**config.mk**
```make
export PLATFORM = sky130hd
export DESIGN_NAME = charge_pilot_state_monitor_top
export DESIGN_NICKNAME = d
export VERILOG_FILES = /design/src/design/cpsm_pkg.sv /design/src/design/cpsm_regs.sv /design/src/design/cpsm_core.sv /design/src/design/charge_pilot_state_monitor_top.sv
export SDC_FILE = /design/constraint.sdc
export NUM_CORES = 1
export LEC_CHECK = 0
export ABC_AREA = 1
export BUFFER_PORTS_ARGS = -buffer_cell sky130_fd_sc_hd__buf_2
export CAP_MARGIN = 25
export CORE_MARGIN = 4
export CORE_UTILIZATION = 54
export DETAILED_ROUTE_END_ITERATION = 10
export MAX_ROUTING_LAYER = met4
export PLACE_DENSITY_LB_ADDON = 0.08
export REMOVE_ABC_BUFFERS = 1
export SLEW_MARGIN = 20
export SYNTH_ARGS = -nofsm -noshare
export SYNTH_HDL_FRONTEND = slang
export SYNTH_SLANG_ARGS = --single-unit
```
**constraint.sdc**
```tcl
create_clock -name clk_i -period 5.3 [get_ports clk_i]
set_clock_uncertainty 0.1 [all_clocks]
set_input_delay 0.265 -clock clk_i [delete_from_list [all_inputs] [get_ports clk_i]]
set_output_delay 0.265 -clock clk_i [all_outputs]
set_load 0.005 [all_outputs]
```
**src/design/cpsm_pkg.sv**
```systemverilog
// Shared types and constants for the charge pilot state monitor.
// Holds the pilot state encoding, register map and configuration/result structs.
// No dependencies.
`timescale 1ns / 1ps

package cpsm_pkg;

  // Pilot state codes: A..F, pilot fault, none yet
  typedef enum logic [2:0] {
    ST_A    = 3'd0,
    ST_B    = 3'd1,
    ST_C    = 3'd2,
    ST_D    = 3'd3,
    ST_E    = 3'd4,
    ST_F    = 3'd5,
    ST_PF   = 3'd6,
    ST_NONE = 3'd7
  } pilot_state_e;

  // Register map, word index taken from paddr[3:2]
  localparam logic [1:0] REG_D_LOWER  = 2'd0;
  localparam logic [1:0] REG_MAX_DIFF = 2'd1;
  localparam logic [1:0] REG_DUTY_MIN = 2'd2;
  localparam logic [1:0] REG_DUTY_MAX = 2'd3;

  localparam int unsigned PADDR_W = 4;
  localparam int unsigned PDATA_W = 32;

  typedef struct packed {
    logic [13:0] d_lower_mv;
    logic [13:0] max_diff_mv;
    logic [9:0]  duty_min;
    logic [9:0]  duty_max;
  } cfg_t;

  typedef struct packed {
    pilot_state_e classified_state;
    pilot_state_e stable_state;
    logic         state_changed;
    logic         short_fault;
    logic         vent_fault;
    logic         diode_flag;
    logic         pilot_flag;
    logic         any_error;
  } result_t;

endpackage

```
**src/design/cpsm_regs.sv**
```systemverilog
// APB configuration registers of the charge pilot state monitor.
// Depends on cpsm_pkg for the register map and cfg_t.
`timescale 1ns / 1ps

module cpsm_regs
  import cpsm_pkg::*;
(
  input  logic               clk_i,
  input  logic               rst_ni,
  input  logic               psel,
  input  logic               penable,
  input  logic               pwrite,
  input  logic [PADDR_W-1:0] paddr,
  input  logic [PDATA_W-1:0] pwdata,
  output logic [PDATA_W-1:0] prdata,
  output logic               pready,
  output cfg_t               cfg_o
);

  cfg_t       cfg_q;
  logic       wr_en;
  logic [1:0] reg_idx;

  assign pready  = 1'b1;
  assign wr_en   = psel && penable && pwrite;
  assign reg_idx = paddr[3:2];

  // Write the addressed register, truncated to its width
  always_ff @(posedge clk_i or negedge rst_ni) begin
    if (!rst_ni) begin
      cfg_q.d_lower_mv  <= 14'd2000;
      cfg_q.max_diff_mv <= 14'd1200;
      cfg_q.duty_min    <= 10'd30;
      cfg_q.duty_max    <= 10'd970;
    end else if (wr_en) begin
      case (reg_idx)
        REG_D_LOWER:  cfg_q.d_lower_mv  <= pwdata[13:0];
        REG_MAX_DIFF: cfg_q.max_diff_mv <= pwdata[13:0];
        REG_DUTY_MIN: cfg_q.duty_min    <= pwdata[9:0];
        REG_DUTY_MAX: cfg_q.duty_max    <= pwdata[9:0];
        default: ;
      endcase
    end
  end

  // Read back, zero extended
  always_comb begin
    case (reg_idx)
      REG_D_LOWER:  prdata = {18'd0, cfg_q.d_lower_mv};
      REG_MAX_DIFF: prdata = {18'd0, cfg_q.max_diff_mv};
      REG_DUTY_MIN: prdata = {22'd0, cfg_q.duty_min};
      REG_DUTY_MAX: prdata = {22'd0, cfg_q.duty_max};
      default:      prdata = '0;
    endcase
  end

  assign cfg_o = cfg_q;

endmodule

```
**src/design/cpsm_core.sv**
```systemverilog
// Classification, fault evaluation and debounce for one pilot sample.
// Holds the previous state, debounce and fault latches; depends on cpsm_pkg.
`timescale 1ns / 1ps

module cpsm_core
  import cpsm_pkg::*;
(
  input  logic               clk_i,
  input  logic               rst_ni,
  input  logic               adv_i,
  input  logic signed [14:0] pos_mv_i,
  input  logic signed [14:0] neg_mv_i,
  input  logic [9:0]         duty_permille_i,
  input  cfg_t               cfg_i,
  output result_t            res_o
);

  localparam logic signed [15:0] V_P13000 = 16'sd13000;
  localparam logic signed [15:0] V_P11000 = 16'sd11000;
  localparam logic signed [15:0] V_P10000 = 16'sd10000;
  localparam logic signed [15:0] V_P8000  = 16'sd8000;
  localparam logic signed [15:0] V_P7000  = 16'sd7000;
  localparam logic signed [15:0] V_P5000  = 16'sd5000;
  localparam logic signed [15:0] V_P4000  = 16'sd4000;
  localparam logic signed [15:0] V_N1000  = -16'sd1000;
  localparam logic signed [15:0] V_N2000  = -16'sd2000;
  localparam logic signed [15:0] V_N10000 = -16'sd10000;
  localparam logic signed [15:0] V_N11000 = -16'sd11000;
  localparam logic signed [15:0] V_N13000 = -16'sd13000;
  localparam logic [9:0]         DUTY_FULL = 10'd1000;

  // Threshold table with hysteresis on the previous state
  function automatic pilot_state_e classify(input logic signed [15:0] v,
                                            input pilot_state_e prev,
                                            input logic signed [15:0] dlow);
    pilot_state_e s;
    if (v > V_P13000)       s = ST_PF;
    else if (v >= V_P11000) s = ST_A;
    else if (v >= V_P10000) s = (prev == ST_A) ? ST_A : ST_B;
    else if (v >= V_P8000)  s = ST_B;
    else if (v >= V_P7000)  s = (prev == ST_A || prev == ST_B) ? ST_B : ST_C;
    else if (v >= V_P5000)  s = ST_C;
    else if (v >= V_P4000)  s = (prev <= ST_C) ? ST_C : ST_D;
    else if (v >= dlow)     s = ST_D;
    else if (v >= V_N1000)  s = ST_E;
    else if (v >= V_N2000)  s = (prev <= ST_E) ? ST_E : ST_PF;
    else if (v >= V_N10000) s = ST_PF;
    else if (v >= V_N11000) s = (prev == ST_F) ? ST_F : ST_PF;
    else if (v >= V_N13000) s = ST_F;
    else                    s = ST_PF;
    return s;
  endfunction

  pilot_state_e       prev_q, prev_d;
  pilot_state_e       deb_q, deb_d;
  logic               diode_q, diode_d;
  logic               pilot_q, pilot_d;

  logic signed [15:0] pos, neg, dlow, sum;
  logic [15:0]        mag;
  logic               small_diff, nominal, full, below_dlow;
  logic               shrt, vent, err, changed;
  pilot_state_e       raw_st, st;

  always_comb begin
    pos  = 16'(pos_mv_i);
    neg  = 16'(neg_mv_i);
    dlow = signed'({2'b00, cfg_i.d_lower_mv});
    sum  = pos + neg;
    mag  = sum[15] ? 16'(-sum) : 16'(sum);

    small_diff = mag <= {2'b00, cfg_i.max_diff_mv};
    nominal    = (duty_permille_i >= cfg_i.duty_min) && (duty_permille_i <= cfg_i.duty_max);
    full       = (duty_permille_i == '0) || (duty_permille_i == DUTY_FULL);
    below_dlow = pos < dlow;

    raw_st = classify(pos, prev_q, dlow);

    // Short forces state E
    shrt = (full && below_dlow && (neg > V_N10000)) ||
           (nominal && below_dlow && small_diff);
    st   = shrt ? ST_E : raw_st;
    err  = shrt;

    vent = (st == ST_D) && (neg <= V_N10000);
    err  = err | vent;

    // Diode latch is sticky until state A; pilot latch follows otherwise
    diode_d = diode_q;
    pilot_d = pilot_q;
    if (diode_q && st == ST_A) begin
      diode_d = 1'b0;
    end else if (!diode_q && nominal && (pos > dlow) && small_diff) begin
      diode_d = 1'b1;
      err     = 1'b1;
    end else if (diode_q) begin
      err = 1'b1;
    end else if (st == ST_PF) begin
      pilot_d = 1'b1;
      err     = 1'b1;
    end else begin
      pilot_d = 1'b0;
    end

    // Report a new state after two equal samples in a row
    changed = (prev_q == st) && (deb_q != st);
    deb_d   = changed ? st : deb_q;
    prev_d  = st;

    res_o.classified_state = st;
    res_o.stable_state     = deb_d;
    res_o.state_changed    = changed;
    res_o.short_fault      = shrt;
    res_o.vent_fault       = vent;
    res_o.diode_flag       = diode_d;
    res_o.pilot_flag       = pilot_d;
    res_o.any_error        = err;
  end

  // Advance state only when the word moves to the result register
  always_ff @(posedge clk_i or negedge rst_ni) begin
    if (!rst_ni) begin
      prev_q  <= ST_NONE;
      deb_q   <= ST_NONE;
      diode_q <= 1'b0;
      pilot_q <= 1'b0;
    end else if (adv_i) begin
      prev_q  <= prev_d;
      deb_q   <= deb_d;
      diode_q <= diode_d;
      pilot_q <= pilot_d;
    end
  end

  a_changed_match: assert property (@(posedge clk_i) disable iff (!rst_ni)
    adv_i && res_o.state_changed |-> res_o.stable_state == res_o.classified_state)
    else $error("state change reported with mismatched stable state");

  a_short_forces_e: assert property (@(posedge clk_i) disable iff (!rst_ni)
    adv_i && res_o.short_fault |-> res_o.classified_state == ST_E && res_o.any_error)
    else $error("short fault without state E or error");

  a_diode_clear: assert property (@(posedge clk_i) disable iff (!rst_ni)
    adv_i && diode_q && !res_o.diode_flag |-> res_o.classified_state == ST_A)
    else $error("diode latch cleared outside state A");

  a_deb_hold: assert property (@(posedge clk_i) disable iff (!rst_ni)
    !adv_i |=> $stable(deb_q) && $stable(prev_q))
    else $error("debounce state moved without an advancing word");

endmodule

```
**src/design/charge_pilot_state_monitor_top.sv**
```systemverilog
// The accepted sample is held in the input register, then its result word is captured in the
// result register once that register is free or being drained.
// Throughput: one word per cycle while out_ready_i is high; the classify/fault/debounce
// logic is combinational between the input register and the result register.
// Reset: asynchronous active low; clears valids, state history to none, fault latches,
// and restores the configuration register defaults. No clearing pass.
`timescale 1ns / 1ps

module charge_pilot_state_monitor_top
  import cpsm_pkg::*;
(
  input  logic               clk_i,
  input  logic               rst_ni,
  // APB configuration
  input  logic               psel,
  input  logic               penable,
  input  logic               pwrite,
  input  logic [PADDR_W-1:0] paddr,
  input  logic [PDATA_W-1:0] pwdata,
  output logic [PDATA_W-1:0] prdata,
  output logic               pready,
  // Sample input
  input  logic               in_valid_i,
  output logic               in_ready_o,
  input  logic signed [14:0] pos_mv_i,
  input  logic signed [14:0] neg_mv_i,
  input  logic [9:0]         duty_permille_i,
  // Result output
  output logic               out_valid_o,
  input  logic               out_ready_i,
  output logic [2:0]         classified_state_o,
  output logic [2:0]         stable_state_o,
  output logic               state_changed_o,
  output logic               short_fault_o,
  output logic               vent_fault_o,
  output logic               diode_flag_o,
  output logic               pilot_flag_o,
  output logic               any_error_o
);

  cfg_t               cfg;
  result_t            res_d, res_q;
  logic               in_vld_q, out_vld_q, adv;
  logic signed [14:0] pos_q, neg_q;
  logic [9:0]         duty_q;

  cpsm_regs u_regs (
    .clk_i   (clk_i),
    .rst_ni  (rst_ni),
    .psel    (psel),
    .penable (penable),
    .pwrite  (pwrite),
    .paddr   (paddr),
    .pwdata  (pwdata),
    .prdata  (prdata),
    .pready  (pready),
    .cfg_o   (cfg)
  );

  // Move the held word on when the result register is free or being drained
  assign adv        = in_vld_q && (!out_vld_q || out_ready_i);
  assign in_ready_o = !in_vld_q || adv;

  // Input register
  always_ff @(posedge clk_i or negedge rst_ni) begin
    if (!rst_ni) begin
      in_vld_q <= 1'b0;
    end else if (in_ready_o) begin
      in_vld_q <= in_valid_i;
    end
  end

  always_ff @(posedge clk_i) begin
    if (in_valid_i && in_ready_o) begin
      pos_q  <= pos_mv_i;
      neg_q  <= neg_mv_i;
      duty_q <= duty_permille_i;
    end
  end

  cpsm_core u_core (
    .clk_i           (clk_i),
    .rst_ni          (rst_ni),
    .adv_i           (adv),
    .pos_mv_i        (pos_q),
    .neg_mv_i        (neg_q),
    .duty_permille_i (duty_q),
    .cfg_i           (cfg),
    .res_o           (res_d)
  );

  // Result register
  always_ff @(posedge clk_i or negedge rst_ni) begin
    if (!rst_ni) begin
      out_vld_q <= 1'b0;
    end else if (adv) begin
      out_vld_q <= 1'b1;
    end else if (out_ready_i) begin
      out_vld_q <= 1'b0;
    end
  end

  always_ff @(posedge clk_i) begin
    if (adv) begin
      res_q <= res_d;
    end
  end

  assign out_valid_o        = out_vld_q;
  assign classified_state_o = res_q.classified_state;
  assign stable_state_o     = res_q.stable_state;
  assign state_changed_o    = res_q.state_changed;
  assign short_fault_o      = res_q.short_fault;
  assign vent_fault_o       = res_q.vent_fault;
  assign diode_flag_o       = res_q.diode_flag;
  assign pilot_flag_o       = res_q.pilot_flag;
  assign any_error_o        = res_q.any_error;

endmodule
```
Word level (Yosys, flattened, before mapping)
Cells that the tools add are included.
{"block": "word_totals", "word_cells": 122, "in_bits": 83, "out_inout_bits": 47, "reg_bits": 110}
{"block": "op_classes", "n_eq_ne": 10, "order_cmp": 22, "add_sub_neg": 2, "mux": 34, "bitwise": 1, "n_reduce_logical": 32}
{"op": "32-bit case mux with 4 select lines", "n": 1}
{"op": "15-bit >= comparator, second input constant", "n": 5}
{"op": "15-bit by 14-bit >= comparator with 1-bit output, second input constant", "n": 3}
{"op": "3-bit two-way mux", "n": 14}
{"op": "15-bit greater-than comparator, second input constant", "n": 2}
{"op": "15-bit by 15-bit adder with 16-bit output", "n": 1}
{"op": "16-bit by 14-bit less-or-equal comparator with 1-bit output", "n": 1}
{"op": "16-bit two-way mux", "n": 1}
{"op": "16-bit negation", "n": 1}
{"op": "15-bit by 11-bit >= comparator with 1-bit output, second input constant", "n": 1}
{"op": "15-bit by 12-bit >= comparator with 1-bit output, second input constant", "n": 1}
{"op": "15-bit by 13-bit >= comparator with 1-bit output, second input constant", "n": 1}
{"op": "15-bit >= comparator", "n": 1}
{"op": "15-bit greater-than comparator", "n": 1}
{"op": "15-bit less-or-equal comparator, second input constant", "n": 1}
{"op": "1-bit logical AND", "n": 15}
{"op": "15-bit less-than comparator", "n": 1}
{"op": "1-bit two-way mux", "n": 14}
{"op": "10-bit == test, second input constant", "n": 1}
{"op": "10-bit >= comparator", "n": 1}
{"op": "10-bit less-or-equal comparator", "n": 1}
{"op": "10-bit zero test", "n": 1}
{"op": "2-bit two-way mux", "n": 4}
{"op": "2-bit AND reduction", "n": 4}
{"op": "15 further kinds", "n": 24}

Depth between registers and ports, before layout
{"block": "logic_depth", "ltp_word": 22, "mapped_depth": 30, "depth_no_buf": 30}

Hierarchy
Synthesis repeated with hierarchy kept, for this count alone.
{"block": "hier_totals", "hier_cells": 1085, "area_unflattened_um2": 8097.8}
{"module": "cpsm_core", "seq_area_each_um2": 207.7, "n_inst": 1, "area_per_inst_um2": 4051.4, "cells_each": 713}
{"module": "cpsm_regs", "seq_area_each_um2": 1226.2, "n_inst": 1, "area_per_inst_um2": 2389.8, "cells_each": 308}
{"module": "charge_pilot_state_monitor_top", "seq_area_each_um2": 1611.5, "n_inst": 1, "area_per_inst_um2": 1656.6, "cells_each": 64}

Least setup slack after synthesis
No wires, ideal clock.
{"block": "synth_path", "path_type": "flip-flop to flip-flop", "start": "register pos_q[0]", "end": "register res_q (netlist bit stable_state_o[0]) (data pin)", "required_ns": 4.945, "period_less_slack_ns": 4.015, "t_arrival_ns": 3.661, "setup_slack_ns": 1.285, "path_stages_with_launch": 28, "setup_time_ns": 0.255, "n_path_buf": 0, "cell_sequence": "edfxtp_1 ha_1 inv_1 fa_1 inv_1 nand3_1 nand2_2 nand2_1 nand2_2 nand3_1 nor2_2 nand3_2 nor2_2 nor2_1 xor2_1 inv_1 ha_1 a21oi_1 o21ai_0 a221oi_1 nand2_1 nand2_1 nand4_4 nand3_4 nand2_1 nand2_2 nand4_1 and2_1"}
{"element": "start: declaration", "line_no": "charge_pilot_state_monitor_top.sv:44", "rtl": "logic signed [14:0] pos_q, neg_q;"}
{"element": "start signal: assignment", "line_no": "charge_pilot_state_monitor_top.sv:75", "rtl": "pos_q <= pos_mv_i;"}
{"element": "end signal: assignment", "line_no": "charge_pilot_state_monitor_top.sv:105", "rtl": "res_q <= res_d;"}
{"element": "end: declaration", "line_no": "charge_pilot_state_monitor_top.sv:42", "rtl": "result_t res_d, res_q;"}

==> impl_metrics.csv <==
group,metric,value,unit
synthesis,synthDistinctLibCells,49,
worst_setup_path,cp-end-kind,"flip-flop",
power_and_ir_drop,p_leak,4.50,nW
global_route,grt_pass1_wl,32.9,mm
worst_setup_path,setup.worst_path.start_class,"flip-flop",
worst_setup_path,cp_slowest_cell,"edfxtp_1",
worst_setup_path,cp.depth,27,
placement,portBuffers,90,
synthesis,yosysMostFrequentCell,"nand2_1",
clock_network,clock-sinks,110,
synthesis,netlist.area_leader.share,20.2,%
synthesis,yosys.area.top_type,"edfxtp_1",
clock_network,path_clk_slew,0.08,ns
clock_network,htreeDepth,3,
synthesis,ys_ff_latch,110,
clock_network,clockBufferDepth,2,
timing,clock.fmax,214,MHz
floorplanning,dieArea,16300,sq um
synthesis,syn_area_per_cell,7.83,sq um
cells_and_area,area_growth,16.8,%
floorplanning,io_pins,130,
placement,hpwl,15.3,mm
clock_network,clk_latency,0.36,ns
timing,hold_viol_final,0,
routing,wl_per_cell,15.5,um
synthesis,synthTopCellsByArea,"edfxtp_1 20%, nand2_1 12%, dfrtp_1 10%, ha_1 10%, dfstp_2 8.8%",
cells_and_area,diodes,0,
power_and_ir_drop,p_per_area,335,nW/um^2
placement,placed_cell_area,8350,sq um
power_and_ir_drop,peakVddDrop,0.000322,V
clock_network,cts_resized,0,
clock_network,numCtsBuffers,9,
floorplanning,start_util,55.4,%
timing,tightest_slew,0.830,ns
worst_setup_path,critPathMaxStageDelay,0.45,ns
clock_network,cts-root-buf,"clkbuf_16",
global_route,grt_overflow_total,0,
clock_network,cts_tree,"built",
synthesis,ys_warn_count,0,
synthesis,synth_area,7750,sq um
min_path,hold_depth,3,
global_route,grt_pass1_vias,6660,
synthesis,seq_area_frac_synth,39.3,%
synthesis,synth_edf_count,52,
routing,ant_nets,0,
routing,drt-total-wl,20.3,mm
worst_setup_path,r2r_cells,27,
global_route,antenna_found_initial,0,
synthesis,async_reset_ff_share,52.7,%
global_route,grt_max_degree,59,
timing,rsz0062_at_grt,"no",
timing,finalCritPeriodShare,88.3,%
routing,dr_total_vias,6858,
timing,layout_min_cycle_time,4.68,ns
worst_setup_path,crit_fanout,8,
cells_and_area,finalInstanceArea,9050,sq um
worst_setup_path,path_class,"reg -> reg",
timing,setup_violations,0,
floorplanning,die_w,128,um
worst_setup_path,arrival,4.71,ns
run,maxCapViolations,0,
floorplanning,core-area,14000,sq um
synthesis,synth_common_cells,"249 x nand2_1, 167 x inv_1, 78 x o21ai_0",
clock_network,cts_setup_buffers,0,
synthesis,synthFlopType,"edfxtp_1",
routing,first_pass_iters,5,
worst_setup_path,cp.required,5.33,ns
worst_setup_path,crit_top_cell,"nand2_1",
floorplanning,placementRows,43,
routing,drc,0,
worst_setup_path,cp_top_family,"simple AND/OR/NAND/NOR gates",
min_path,holdCritPathClass,"in -> reg",
timing,final_max_slew_viol_count,0,
timing,maxSlewHeadroom,44.5,%
cells_and_area,drive_gt1_share,16.5,%
worst_setup_path,cp_num_buf_inv,3,
routing,drt_iter0_drc,444,
synthesis,synthCells,990,
timing,final.setup.tns,0,ns
status,status,"finished, final reports clean",
floorplanning,dieHeight,128,um
routing,via_per_inst,5.24,
clock_network,cts_hold_buf,40,
cells_and_area,final_nets,1272,
placement,finalWeightedCongestion,0.977,
global_route,grt.total_usage,26.3,%
## power by group
part	total (W)	internal, W	switching, W
Combinational	0.00113	0.000436	0.000691
Sequential	0.00122	0.00111	0.000115
Clock	0.000682	0.000333	0.000348
## cells in the final DEF (no fill, tap or decap), types with 6 or more instances in the layout
cell / count
clkbuf_16: 9
dfstp_2: 26
conb_1: 19
dfrtp_1: 32
o21ai_0: 78
nand4_1: 27
nor2_1: 57
buf_4: 7
nand3_1: 46
ha_1: 64
edfxtp_1: 52
a21oi_1: 39
buf_2: 90
inv_1: 167
dlygate4sd3_1: 41
nand2_1: 249
nand2_2: 16
nor3_1: 8
o211ai_1: 6
o22ai_1: 9
xor2_1: 11
inv_2: 6
## per-stage QoR
stage               hold slack (ns)  util (%)  total power (W)  std cells  setup WS [ns]
global placement              0.342      59.7          0.00231       1252          0.656
floorplan                    -0.131         -          0.00200        975           1.28
detailed placement            0.344      59.7          0.00233       1252          0.652
global route                 0.0704      64.7          0.00327       1309          0.158
CTS                         0.00213      64.6          0.00304       1308          0.629
finish                       0.0451      64.7          0.00303       1309          0.619
## path summary, 6_finish.rpt
check | startpoint | to | slack [ns]
worst max register to register | pos_q[0]$_DFFE_PP_ | stable_state_o[2]$_DFFE_PP_ | 0.62
worst min register to register | u_core.deb_q[2]$_DFFE_PN1P_ | u_core.deb_q[2]$_DFFE_PN1P_ | 0.37
max in group asynchronous | rst_ni | u_regs.cfg_o[0]$_DFFE_PN0P_ | 4.11
worst min-delay path | pwdata[10] | u_regs.cfg_o[44]$_DFFE_PN1P_ | 0.05
worst max-delay path | pos_q[0]$_DFFE_PP_ | stable_state_o[2]$_DFFE_PP_ | 0.62
min in group asynchronous | rst_ni | u_regs.cfg_o[5]$_DFFE_PN0P_ | 0.49
## flip-flops by register name, summed over array words and instances (netlist names), 3 cells and up
| name | cells |
|---|---|
| u_regs.cfg_o | 48 |
| neg_q | 15 |
| pos_q | 15 |
| duty_q | 10 |
| classified_state_o | 3 |
| stable_state_o | 3 |
| u_core.deb_q | 3 |
| u_core.prev_q | 3 |
## tightest hold or removal path: stages
cell and delay (ns):
buf_2 0.09, inv_1 0.06, o21ai_0 0.08
## cell type report
class	instances	area, sq um
Clock buffer	10	229
Fill cell	1289	4940
Clock inverter	6	62.6
Sequential cell	110	3050
Multi-Input combinational cell	691	3920
Timing Repair Buffer	138	913
Tap cell	180	225
Inverter	174	656
## cells by family after synthesis
logic type | synth area share, %
compound gates | 11.2
fa+ha+maj | 10.6
flops | 39.3
xor+xnor | 1.91
simple gates | 25.9
buf+inv | 10.9
other cells | 0.0969
## routing by layer
layer / part of all wire, % / GRT usage (%)
met5: 0 / -
met4: 2.0 / 6.87
met3: 5.0 / 5.79
met2: 49 / 44.1
met1: 44 / 32.3
(Power assumes the default switching activity.)
